$ cat src/bqbc_pkg.sv
// Types and constants shared by the bracket and quote balance checker modules.
package bqbc_pkg;

  // Codes kept on the opener stack.
  typedef enum logic [2:0] {
    KIND_NONE   = 3'd0,
    KIND_ROUND  = 3'd1,
    KIND_SQUARE = 3'd2,
    KIND_CURLY  = 3'd3,
    KIND_DQ     = 3'd4,
    KIND_SQ     = 3'd5
  } kind_e;

  // Controller states.
  typedef enum logic [1:0] {
    ST_IDLE,
    ST_EXEC,
    ST_POP,
    ST_EMIT
  } state_e;

  // Commands from the controller to the datapath.
  typedef struct packed {
    logic accept;
    logic exec;
    logic pop;
    logic emit;
  } cmd_t;

  // Status from the datapath to the controller.
  typedef struct packed {
    logic more_pops;
  } stat_t;

  // Characters of interest.
  localparam logic [7:0] CHAR_LPAREN  = 8'h28;
  localparam logic [7:0] CHAR_RPAREN  = 8'h29;
  localparam logic [7:0] CHAR_LSQUARE = 8'h5B;
  localparam logic [7:0] CHAR_RSQUARE = 8'h5D;
  localparam logic [7:0] CHAR_LCURLY  = 8'h7B;
  localparam logic [7:0] CHAR_RCURLY  = 8'h7D;
  localparam logic [7:0] CHAR_DQUOTE  = 8'h22;
  localparam logic [7:0] CHAR_SQUOTE  = 8'h27;
  localparam logic [7:0] CHAR_BSLASH  = 8'h5C;
  localparam logic [7:0] CHAR_NEWLINE = 8'h0A;

  // Counter limits.
  localparam logic [15:0]        ERR_MAX = 16'hFFFF;
  localparam logic signed [15:0] BAL_MAX = 16'sh7FFF;
  localparam logic signed [15:0] BAL_MIN = 16'sh8000;

endpackage

$ cat src/bqbc_dpath.sv
// Datapath of the bracket and quote balance checker: stack memory, counters and result register.
module bqbc_dpath #(
  parameter int unsigned STACK_DEPTH = 64
) (
  input  logic                clk_i,
  input  logic                rst_ni,
  input  logic [7:0]          char_in_i,
  input  logic                restart_i,
  input  bqbc_pkg::cmd_t      cmd_i,
  output bqbc_pkg::stat_t     stat_o,
  output logic                all_fine_o,
  output logic [15:0]         paren_errors_o,
  output logic [15:0]         square_errors_o,
  output logic [15:0]         brace_errors_o,
  output logic                quote_error_o,
  output logic signed [15:0]  paren_balance_o,
  output logic signed [15:0]  square_balance_o,
  output logic signed [15:0]  brace_balance_o,
  output logic [6:0]          depth_now_o,
  output logic                overflowed_o
);

  localparam int unsigned AddrW = (STACK_DEPTH > 1) ? $clog2(STACK_DEPTH) : 1;
  localparam int unsigned CntW  = $clog2(STACK_DEPTH + 1);
  localparam logic [CntW-1:0] DepthCnt = CntW'(STACK_DEPTH);

  // Opener stack, written at the top and read one entry below it.
  bqbc_pkg::kind_e mem_q [STACK_DEPTH];
  bqbc_pkg::kind_e rd_q;

  // Working state.
  logic [7:0]         char_q;
  logic [CntW-1:0]    top_q, top_d;
  logic               in_str_q, in_str_d;
  logic               in_chr_q, in_chr_d;
  logic               esc_q, esc_d;
  logic               qerr_q, qerr_d;
  logic               ovf_q, ovf_d;
  logic [15:0]        err_q [3];
  logic [15:0]        err_d [3];
  logic signed [15:0] bal_q [3];
  logic signed [15:0] bal_d [3];
  bqbc_pkg::kind_e    close_kind_q, close_kind_d;

  // Per-step controls.
  logic               push_en;
  bqbc_pkg::kind_e    push_kind;
  logic               bal_inc, bal_dec;
  bqbc_pkg::kind_e    bal_kind;
  logic               chk_en;
  bqbc_pkg::kind_e    chk_kind;
  logic               err_bump;
  bqbc_pkg::kind_e    err_kind;
  logic               more;
  logic               rd_en;
  logic [AddrW-1:0]   rd_addr;
  logic               lit;
  logic [7:0]         quote_char;
  bqbc_pkg::kind_e    quote_kind;
  logic               fine;

  assign lit        = in_str_q || in_chr_q;
  assign quote_char = in_str_q ? bqbc_pkg::CHAR_DQUOTE : bqbc_pkg::CHAR_SQUOTE;
  assign quote_kind = in_str_q ? bqbc_pkg::KIND_DQ : bqbc_pkg::KIND_SQ;

  // Byte decode, closer check and stack top update.
  always_comb begin
    top_d        = top_q;
    in_str_d     = in_str_q;
    in_chr_d     = in_chr_q;
    esc_d        = esc_q;
    qerr_d       = qerr_q;
    ovf_d        = ovf_q;
    close_kind_d = close_kind_q;
    push_en      = 1'b0;
    push_kind    = bqbc_pkg::KIND_NONE;
    bal_inc      = 1'b0;
    bal_dec      = 1'b0;
    bal_kind     = bqbc_pkg::KIND_NONE;
    chk_en       = 1'b0;
    chk_kind     = close_kind_q;
    err_bump     = 1'b0;
    err_kind     = bqbc_pkg::KIND_NONE;
    more         = 1'b0;

    if (cmd_i.exec) begin
      if (lit) begin
        // Inside a literal only escapes, the own quote and newline matter.
        if (esc_q) begin
          esc_d = 1'b0;
        end else if (char_q == bqbc_pkg::CHAR_BSLASH) begin
          esc_d = 1'b1;
        end else if (char_q == quote_char || char_q == bqbc_pkg::CHAR_NEWLINE) begin
          if (char_q == bqbc_pkg::CHAR_NEWLINE) begin
            qerr_d = 1'b1;
          end
          if (top_q != '0 && rd_q == quote_kind) begin
            top_d = top_q - CntW'(1);
          end
          in_str_d = 1'b0;
          in_chr_d = 1'b0;
        end
      end else begin
        unique case (char_q)
          bqbc_pkg::CHAR_LPAREN: begin
            bal_inc = 1'b1; bal_kind = bqbc_pkg::KIND_ROUND;
            push_en = 1'b1; push_kind = bqbc_pkg::KIND_ROUND;
          end
          bqbc_pkg::CHAR_LSQUARE: begin
            bal_inc = 1'b1; bal_kind = bqbc_pkg::KIND_SQUARE;
            push_en = 1'b1; push_kind = bqbc_pkg::KIND_SQUARE;
          end
          bqbc_pkg::CHAR_LCURLY: begin
            bal_inc = 1'b1; bal_kind = bqbc_pkg::KIND_CURLY;
            push_en = 1'b1; push_kind = bqbc_pkg::KIND_CURLY;
          end
          bqbc_pkg::CHAR_RPAREN: begin
            bal_dec = 1'b1; bal_kind = bqbc_pkg::KIND_ROUND;
            chk_en  = 1'b1; chk_kind = bqbc_pkg::KIND_ROUND;
          end
          bqbc_pkg::CHAR_RSQUARE: begin
            bal_dec = 1'b1; bal_kind = bqbc_pkg::KIND_SQUARE;
            chk_en  = 1'b1; chk_kind = bqbc_pkg::KIND_SQUARE;
          end
          bqbc_pkg::CHAR_RCURLY: begin
            bal_dec = 1'b1; bal_kind = bqbc_pkg::KIND_CURLY;
            chk_en  = 1'b1; chk_kind = bqbc_pkg::KIND_CURLY;
          end
          bqbc_pkg::CHAR_DQUOTE: begin
            push_en = 1'b1; push_kind = bqbc_pkg::KIND_DQ;
            in_str_d = 1'b1;
          end
          bqbc_pkg::CHAR_SQUOTE: begin
            push_en = 1'b1; push_kind = bqbc_pkg::KIND_SQ;
            in_chr_d = 1'b1;
          end
          default: ;
        endcase
        close_kind_d = chk_kind;
      end
    end else if (cmd_i.pop) begin
      chk_en = 1'b1;
    end

    // One pop of a closer search: rd_q holds the entry just below the top.
    if (chk_en) begin
      if (top_q == '0) begin
        err_bump = 1'b1;
        err_kind = chk_kind;
      end else begin
        top_d = top_q - CntW'(1);
        if (rd_q != chk_kind) begin
          more = 1'b1;
          if (rd_q == bqbc_pkg::KIND_ROUND || rd_q == bqbc_pkg::KIND_SQUARE ||
              rd_q == bqbc_pkg::KIND_CURLY) begin
            err_bump = 1'b1;
            err_kind = rd_q;
          end else begin
            qerr_d = 1'b1;
          end
        end
      end
    end

    // Push, or flag the drop when the stack is full.
    if (push_en) begin
      if (top_q < DepthCnt) begin
        top_d = top_q + CntW'(1);
      end else begin
        push_en = 1'b0;
        ovf_d   = 1'b1;
      end
    end
  end

  // Saturating error counts and balances, one update per step at most.
  always_comb begin
    for (int i = 0; i < 3; i++) begin
      err_d[i] = err_q[i];
      bal_d[i] = bal_q[i];
      if (err_bump && err_kind == bqbc_pkg::kind_e'(3'(i + 1)) &&
          err_q[i] != bqbc_pkg::ERR_MAX) begin
        err_d[i] = err_q[i] + 16'd1;
      end
      if (bal_kind == bqbc_pkg::kind_e'(3'(i + 1))) begin
        if (bal_inc && bal_q[i] != bqbc_pkg::BAL_MAX) begin
          bal_d[i] = bal_q[i] + 16'sd1;
        end else if (bal_dec && bal_q[i] != bqbc_pkg::BAL_MIN) begin
          bal_d[i] = bal_q[i] - 16'sd1;
        end
      end
    end
  end

  // Read below the top at accept, and one further down while a search goes on.
  always_comb begin
    rd_en   = 1'b0;
    rd_addr = AddrW'(top_q - CntW'(1));
    if (cmd_i.accept) begin
      rd_en = !restart_i && top_q != '0;
    end else if (more && top_q > CntW'(1)) begin
      rd_en   = 1'b1;
      rd_addr = AddrW'(top_q - CntW'(2));
    end
  end

  assign stat_o.more_pops = more;

  // Stack memory.
  always_ff @(posedge clk_i) begin
    if (push_en) begin
      mem_q[AddrW'(top_q)] <= push_kind;
    end
    if (rd_en) begin
      rd_q <= mem_q[rd_addr];
    end
  end

  // Byte and closer kind latched for the current item.
  always_ff @(posedge clk_i) begin
    if (cmd_i.accept) begin
      char_q <= char_in_i;
    end
    close_kind_q <= close_kind_d;
  end

  // Checker state; a restart clears it as the byte is accepted.
  always_ff @(posedge clk_i or negedge rst_ni) begin
    if (!rst_ni) begin
      top_q    <= '0;
      in_str_q <= 1'b0;
      in_chr_q <= 1'b0;
      esc_q    <= 1'b0;
      qerr_q   <= 1'b0;
      ovf_q    <= 1'b0;
      for (int i = 0; i < 3; i++) begin
        err_q[i] <= '0;
        bal_q[i] <= '0;
      end
    end else if (cmd_i.accept && restart_i) begin
      top_q    <= '0;
      in_str_q <= 1'b0;
      in_chr_q <= 1'b0;
      esc_q    <= 1'b0;
      qerr_q   <= 1'b0;
      ovf_q    <= 1'b0;
      for (int i = 0; i < 3; i++) begin
        err_q[i] <= '0;
        bal_q[i] <= '0;
      end
    end else begin
      top_q    <= top_d;
      in_str_q <= in_str_d;
      in_chr_q <= in_chr_d;
      esc_q    <= esc_d;
      qerr_q   <= qerr_d;
      ovf_q    <= ovf_d;
      for (int i = 0; i < 3; i++) begin
        err_q[i] <= err_d[i];
        bal_q[i] <= bal_d[i];
      end
    end
  end

  assign fine = top_q == '0 && err_q[0] == '0 && err_q[1] == '0 && err_q[2] == '0 &&
                !qerr_q && !ovf_q;

  // Result register, loaded when the finished item is handed over.
  always_ff @(posedge clk_i) begin
    if (cmd_i.emit) begin
      all_fine_o       <= fine;
      paren_errors_o   <= err_q[0];
      square_errors_o  <= err_q[1];
      brace_errors_o   <= err_q[2];
      quote_error_o    <= qerr_q;
      paren_balance_o  <= bal_q[0];
      square_balance_o <= bal_q[1];
      brace_balance_o  <= bal_q[2];
      depth_now_o      <= 7'(top_q);
      overflowed_o     <= ovf_q;
    end
  end

endmodule

$ cat config.mk
export PLATFORM = sky130hd
export DESIGN_NAME = bqbc_dpath
export DESIGN_NICKNAME = d
export VERILOG_FILES = /design/src/bqbc_pkg.sv /design/src/bqbc_dpath.sv
export SDC_FILE = /design/constraint.sdc
export NUM_CORES = 1
export LEC_CHECK = 0
export ABC_AREA = 1
export BUFFER_PORTS_ARGS = -buffer_cell sky130_fd_sc_hd__clkbuf_2
export CORE_MARGIN = 3
export CORE_UTILIZATION = 60
export CTS_BUF_LIST = sky130_fd_sc_hd__clkbuf_4
export CTS_CLUSTER_SIZE = 8
export DETAILED_ROUTE_END_ITERATION = 8
export PLACE_DENSITY = 0.79
export SLEW_MARGIN = 40
export SYNTH_ARGS = -nofsm -noshare
export SYNTH_HDL_FRONTEND = slang
export SYNTH_SLANG_ARGS = --single-unit
export TNS_END_PERCENT = 30
$ cat constraint.sdc
create_clock -name clk_i -period 8.5 [get_ports clk_i]
set_clock_uncertainty 0.1 [all_clocks]
set_input_delay 0.425 -clock clk_i [delete_from_list [all_inputs] [get_ports clk_i]]
set_output_delay 0.425 -clock clk_i [all_outputs]
set_load 0.01 [all_outputs]
==> impl_results.md, run 1 <==
- R2R Path End: rd_q[0]
- Final instance area: 0.0231 mm²
- Initial Utilization: 0.610
- Yosys Warn Count: 0
- Area occupied by multi-input gates: 0.00691 mm²
- P_leak: 0.0104 µW
- Worst Setup End Kind: flop
- Final hold slack: 0.0931 ns
- Power per standard cell area: 257 mW/mm²
- Post-synth EDFFs: 309
- First-pass GRT wire length: 76.4 mm
- HPWL Detailed: 30.6 mm
- CTS H-tree depth: 3
- CP arrival: 5.53 ns
- M1 wire length: 19.1 mm
- Worst skew pair latency: 0.81 ns
- Reg-to-Reg Start: top_q[0]
- Die area: 0.0364 mm²
- Root Buffer: clkbuf_4
- Antenna-violating nets left: 0
- Fill cell count: 2,565
- Synth area leader: edfxtp_1
- Initial antenna violation count: 1
- Nature of the critical path startpoint: flop
- Routed wl met3: 3.56 mm
- Post-Syn Area: 0.0205 mm²
- RSZ-0062 raised after global routing: false
- Total wire length: 47.3 mm
- Area post-placement: 0.0215 mm²
- Ranking of synthesized cells by area: edfxtp_1 45%, dfrtp_1 13%, nand2_1 6.9%
- Routed wl met2: 22.8 mm
- Die X: 191 µm
- Final-report hold violation count: 0
- Largest net degree at the start of global routing: 91
- Share of cells above drive strength 1: 0.146
- Post-CTS setup buffers: 0
- Die Span Y: 191 µm
- Commonest non-fill, non-tap cell in the layout: nand2_1
- Placer Congestion: 0.912
- Dominant synthesized flop cell: edfxtp_1
- CTS buffer count: 105
- Syn nets: 2,195
- Status: completed
- Avg Cell Area, Syn: 9.66 µm²
- Yosys reg bits: 420
- Length of the first detailed-routing pass in iterations: 6
- Drt drc: 0
- Worst-Margin Slew: 0.781 ns
- Area grow syn2layout: 12.5%
- Area share of the largest cell type after synthesis: 0.453
- CTS tree: yes
- Std-Cell Rows: 67
- Critical path type: reg2reg
- IO Pins: 122
- Synth cell types: 60
- Nets: 2,392
- Post-synthesis async set-or-reset flop share: 0.257
- Final Max Tran Viols: 0
- Vias in the first global route: 15,700
- Peak supply drop: 0.000200 V
- Commonest non-fill, non-tap cells in the layout: 375 x nand2_1, 341 x inv_1, 309 x edfxtp_1
- Reg2Reg Setup Slack: 3.42 ns
- Overall routing resource usage: 0.264
- Max_slew headroom: 0.479
- Final critical-path required period: 5.08 ns
- Fin util: 0.686
- Clock Tree Buf Depth: 3
- Worst min-delay path category: in2async
- Worst R2R Path Depth: 17
- CP Max Fanout: 49
- Register Area: 0.0120 mm²
- Core outline area: 0.0336 mm²
- Clk sinks: 420
- Cells after synthesis: 2,121
- Max_cap viols: 0
- Post-DR vias/cell: 5.59
- WL/cell: 16.6 µm
- Final setup fails: 0
- Vias: 16,000
- Initial drt markers: 1,493
- Placed Instances: 2,646
- Port Buffers: 121
- Fmax: 197 MHz
- Period utilisation layout: 0.597
- Total congestion overflow: 0
- Cell Count, Final, Fillers Out: 2,855
- Final setup TNS: 0 ns
- Sequential area share after synthesis: 0.587
- Uppermost layer routed: met4
- Clock transition at the registers of the reported paths: 0.07 ns
- Worst EP required: 8.95 ns
metal layers:
metal,vias up,GRT usage
met4,0,0.137
met1,7501,0.330
li1,7645,-
met3,132,0.0502
met2,693,0.439
met5,-,0
cell families (layout without fill, tap and decap cells):
group / count (synthesis) / after routing / synth area share
xor gates and xnor gates: 39 / 39 / 0.0167
adders and majority gates: 59 / 59 / 0.0371
DFF: 420 / 420 / 0.587
buffers and inverters: 407 / 692 / 0.0776
other: 0 / 1 / 0
AOI/OAI and AO/OA: 247 / 247 / 0.0706
and+or+nand+nor: 949 / 949 / 0.211
through the flow:
step | setup WS, ns | power (µW)
after floorplan | 4.06 | 3710
after CTS | 3.62 | 5940
final | 3.42 | 5920
after detailed placement | 3.65 | 4190
after global placement | 3.82 | 4140
after global routing | 3.13 | 6270
Yosys cell counts, types with 28 or more instances:
master	count
nand2_1	375
ha_1	56
edfxtp_1	309
a21oi_1	80
nor4_1	28
dfrtp_1	108
xor2_1	38
nand3_1	254
inv_1	342
nor2_1	181
nor3_1	30
o21ai_0	81
report_power, final:
group          leakage, µW  switching [µW]  internal (µW)  total (µW)
clock             0.000827             817            915        1730
sequential         0.00453            89.3           2280        2360
combinational      0.00508            1290            538        1830
repair_timing:
item,CTS,global route
resized for setup,0,0
endpoints found under the hold margin,91,0
hold buffers,13,0
setup endpoints to repair,0,0
final cells by class:
class | count | share of cell area
Sequential cell | 420 | 0.522
Inverter | 354 | 0.0577
Antenna cell | 1 | 0.000108
Clock inverter | 44 | 0.0116
Tap cell | 448 | 0.0243
Clock buffer | 151 | 0.0491
Multi-Input combinational cell | 1294 | 0.300
Timing Repair Buffer | 143 | 0.0355
flip-flops by register name (all words and copies together), names as in the netlist, 3 cells and up:
register and cells:
mem_q 192, bal_q 48, err_q 48, brace_balance_o 16, brace_errors_o 16, paren_balance_o 16, paren_errors_o 16, square_balance_o 16
square_errors_o 16, char_q 8, depth_now_o 7, top_q 7, close_kind_q 3, rd_q 3
worst max-delay path by stage:
stage / startpoint / end / slack [ns] / cells after the start
6_report: top_q[0] / rd_q[0] / 3.42 / 17
2_1_floorplan: char_q[4] / mem_q[0][0] / 4.06 / 11
5_1_grt: top_q[0] / rd_q[0] / 3.13 / 17
4_1_cts: top_q[0] / rd_q[0] / 3.62 / 17
3_3_place_gp: top_q[0] / rd_q[0] / 3.82 / 17
3_5_place_dp: top_q[0] / rd_q[0] / 3.65 / 17
worst max-delay path, cell delays in order (launching register included):
cell and delay (ns):
dfrtp_1 0.61, clkinv_1 0.40, ha_1 0.33, nand2_1 0.11
nor2_1 0.08, nand2_1 0.23, nand2_1 0.19, inv_2 0.16
nand4_4 0.19, o21ai_4 0.17, buf_4 0.51, clkinv_2 0.77
nand3_1 0.39, nand3_1 0.13, nand3_1 0.11, nand3_1 0.16
nand3_1 0.13, nand2_1 0.05
(Power assumes the default switching activity.)
==> run 2, diff against run 1 <==
--- a/config.mk
+++ b/config.mk
@@ -8,11 +8,11 @@
 export ABC_AREA = 1
 export BUFFER_PORTS_ARGS = -buffer_cell sky130_fd_sc_hd__clkbuf_2
 export CORE_MARGIN = 3
-export CORE_UTILIZATION = 60
+export CORE_UTILIZATION = 57
 export CTS_BUF_LIST = sky130_fd_sc_hd__clkbuf_4
 export CTS_CLUSTER_SIZE = 8
 export DETAILED_ROUTE_END_ITERATION = 8
-export PLACE_DENSITY = 0.79
+export PLACE_DENSITY = 0.78
 export SLEW_MARGIN = 40
 export SYNTH_ARGS = -nofsm -noshare
 export SYNTH_HDL_FRONTEND = slang
==> constraint.sdc (replaced) <==
create_clock -name clk_i -period 4.6 [get_ports clk_i]
set_clock_uncertainty 0.1 [all_clocks]
set_input_delay 0.23 -clock clk_i [delete_from_list [all_inputs] [get_ports clk_i]]
set_output_delay 0.23 -clock clk_i [all_outputs]
set_load 0.01 [all_outputs]
==> run 2 against run 1 <==
Net effect:
- critical path depth rose by 9
- highest routed layer unchanged
- register-to-register slack got worse by 3.0 ns
- utilization fell by 2.3 points
==> impl_results.md, run 2 (synthesis gave the netlist of run 1 again) <==
- RSZ-0062 raised after global routing: false (unchanged)
- Final Max Tran Viols: 0 (unchanged)
- Setup WS pre-CTS: 0.360 ns (was 3.65 ns)
- CTS tree: yes (unchanged)
- Total congestion overflow: 0 (unchanged)
- Root Buffer: clkbuf_4 (unchanged)
- Die X: 196 µm (was 191 µm)
- Worst-Margin Slew: 0.810 ns (was 0.781 ns)
- Internal power: 6890 µW (was 3730 µW)
- Commonest non-fill, non-tap cell in the layout: nand2_1 (unchanged)
- Worst min-delay path category: in2reg (was in2async)
- Number of flip-flops in the largest register: 192 (unchanged)
- Final setup TNS: 0 ns (unchanged)
- Length of the first detailed-routing pass in iterations: 7 (was 6)
- CTS H-tree depth: 3 (unchanged)
- Sw Pwr: 4030 µW (was 2200 µW)
- Fin util: 0.663 (was 0.686)
- Clk sinks: 420 (unchanged)
- Power per standard cell area: 471 mW/mm² (was 257 mW/mm²)
- Worst R2R Path Depth: 26 (was 17)
- Clock transition at the registers of the reported paths: 0.06 ns (was 0.07 ns)
- Initial antenna violation count: 2 (was 1)
- Met2 GRT Util: 0.426 (was 0.439)
- Clock Tree Buf Depth: 3 (unchanged)
- Status: completed (unchanged)
- Reg2Reg Setup Slack: 0.44 ns (was 3.42 ns)
- Placer Congestion: 0.913 (was 0.912)
- Commonest non-fill, non-tap cells in the layout: 374 x nand2_1, 341 x inv_1, 309 x edfxtp_1 (was 375 x nand2_1, 341 x inv_1, 309 x edfxtp_1)
- Drt drc: 0 (unchanged)
- Combinational power share: 0.315 (was 0.308)
- Std-Cell Rows: 68 (was 67)
- Met1 usage: 0.323 (was 0.330)
- Final setup fails: 0 (unchanged)
- Hold Path Origin: char_in_i[7]
- Share of cells above drive strength 1: 0.149 (was 0.146)
- Top Registers: mem_q: 192 flops, bal_q: 48 flops, err_q: 48 flops (unchanged)
- Nets: 2,410 (was 2,392)
- Overall routing resource usage: 0.255 (was 0.264)
- Largest net degree at the start of global routing: 66 (was 91)
- Post-DR vias/cell: 5.60 (was 5.59)
- Top Usage Layer GRT: met2 (unchanged)
- Vias in the first global route: 16,200 (was 15,700)
- Die area: 0.0383 mm² (was 0.0364 mm²)
- HPWL Detailed: 31.7 mm (was 30.6 mm)
- Max_cap viols: 0 (unchanged)
- Die Span Y: 196 µm (was 191 µm)
- Largest Register: mem_q (unchanged)
- Final critical-path required period: 4.16 ns (was 5.08 ns)
- Final-report hold violation count: 0 (unchanged)
- Clk pwr share: 0.287 (was 0.292)
- Period utilisation layout: 0.903 (was 0.597)
- Max_slew headroom: 0.458 (was 0.479)
- Sw frac: 0.369 (was 0.371)
- Worst Setup End Kind: flop (unchanged)
- GRT met3 Usage: 0.0514 (was 0.0502)
- Hold path cells: 2
- Vias: 16,100 (was 16,000)
- WL/cell: 16.8 µm (was 16.6 µm)
- Port Buffers: 121 (unchanged)
- Final WS setup: 0.444 ns (was 3.42 ns)
- IO Pins: 122 (unchanged)
- Initial drt markers: 1,551 (was 1,493)
- Peak supply drop: 0.000347 V (was 0.000200 V)
- Reg-to-Reg Start: char_q[4] (was top_q[0])
- Initial Utilization: 0.586 (was 0.610)
- Nature of the critical path startpoint: flop (unchanged)
- Core outline area: 0.0350 mm² (was 0.0336 mm²)
- CP Max Fanout: 17 (was 49)
- Worst EP required: 5.19 ns (was 8.95 ns)
- CP arrival: 4.75 ns (was 5.53 ns)
- CTS buffer count: 104 (was 105)
- Flop pwr share: 0.399 (about the same)
- Critical path type: reg2reg (unchanged)
- First-pass GRT wire length: 79.4 mm (was 76.4 mm)
- Post-CTS setup buffers: 0 (unchanged)
- Area grow syn2layout: 13.2% (was 12.5%)
- Antenna-violating nets left: 0 (unchanged)
- Fmax: 241 MHz (was 197 MHz)
- Worst skew pair latency: 0.83 ns (was 0.81 ns)
- Total wire length: 48.5 mm (was 47.3 mm)
- Hold EP: char_q[7]
- P_leak: 0.0105 µW (was 0.0104 µW)
- R2R Path End: bal_q[47] (was rd_q[0])
[run 2: changes by cell type in the layout (fill, tap and decap cells not counted), moves of 2 or more]
cell           before  now
buf_4               8   21
buf_6               3    0
clkbuf_4          151  154
clkinv_2            9    2
dlygate4sd3_1      13   20
inv_2              11   13
[run 2: how the worst max path moves through the flow]
stage | to | slack, ns | start | cells past startpoint
finish | bal_q[47] | 0.44 | char_q[4] | 26
global route | bal_q[47] | 0.03 | char_q[4] | 26
CTS | bal_q[47] | 0.30 | char_q[4] | 26
detailed placement | bal_q[47] | 0.36 | char_q[4] | 26
global placement | bal_q[46] | 0.61 | char_q[4] | 25
floorplan | mem_q[0][0] | 0.16 | char_q[4] | 11
[run 2: timing repair]
action / in CTS / in global routing
gates resized for setup: 0 / 2
endpoints found under the setup margin: 0 / 3
endpoints found under the hold margin: 239 / 0
hold buffers: 21 / 0
[run 2: layout make-up]
type                       instances  area [µm²]
clock inverter                    38         205
timing repair buffer             162         978
fill                            2648       11800
tap                              455         569
antenna                            2        5.00
clock buffer                     154        1160
sequential                       420       12000
multi-input combinational       1294        6910
inverter                         354        1330
[run 2: worst max-delay path, stage by stage (launching register included)]
cell      delay (ns)
edfxtp_1        0.45
inv_2           0.07
nand2_1         0.07
nor2_4          0.17
inv_1           0.07
nor3_1          0.18
nand2_1         0.08
nand2_1         0.24
nand2_2         0.31
ha_1            0.43
a21oi_1         0.20
nand2_1         0.13
a21oi_1         0.25
nor2_1          0.07
nor2_1          0.09
o21bai_1        0.08
nand2_1         0.06
inv_1           0.04
o21ai_0         0.18
nand2_1         0.12
nand2_1         0.09
nand2_1         0.06
nand2_1         0.08
nand2_1         0.05
o21ai_0         0.09
o21ai_0         0.11
o21ai_0         0.18
[run 2: routing by layer]
layer	routed length [µm]	vias up
met2	23400	735
met1	19200	7539
met4	1760	0
met3	4100	157
met5	0	-
li1	-	7679
[run 2: through the flow]
step / instance area (µm²) / cells / total power [µW] / hold WS (ns)
after floorplan: 20500 / 2121 / 6860 / -0.166
after global placement: 21600 / 2664 / 7680 / 0.0289
after detailed placement: 21600 / 2664 / 7750 / 0.0287
after CTS: 23200 / 2877 / 10900 / 0.0163
after global routing: 23200 / 2879 / 11500 / 0.0530
final: 23200 / 2879 / 10900 / 0.0844
[run 2: power by group through the flow]
| stage | clock network (µW) | registers [µW] | logic (µW) |
|---|---|---|---|
| floorplan | 0 | 4390 | 2470 |
| global placement | 0 | 4420 | 3260 |
| detailed placement | 0 | 4420 | 3330 |
| CTS | 3200 | 4350 | 3360 |
| global route | 3410 | 4360 | 3780 |
| finish | 3130 | 4350 | 3440 |
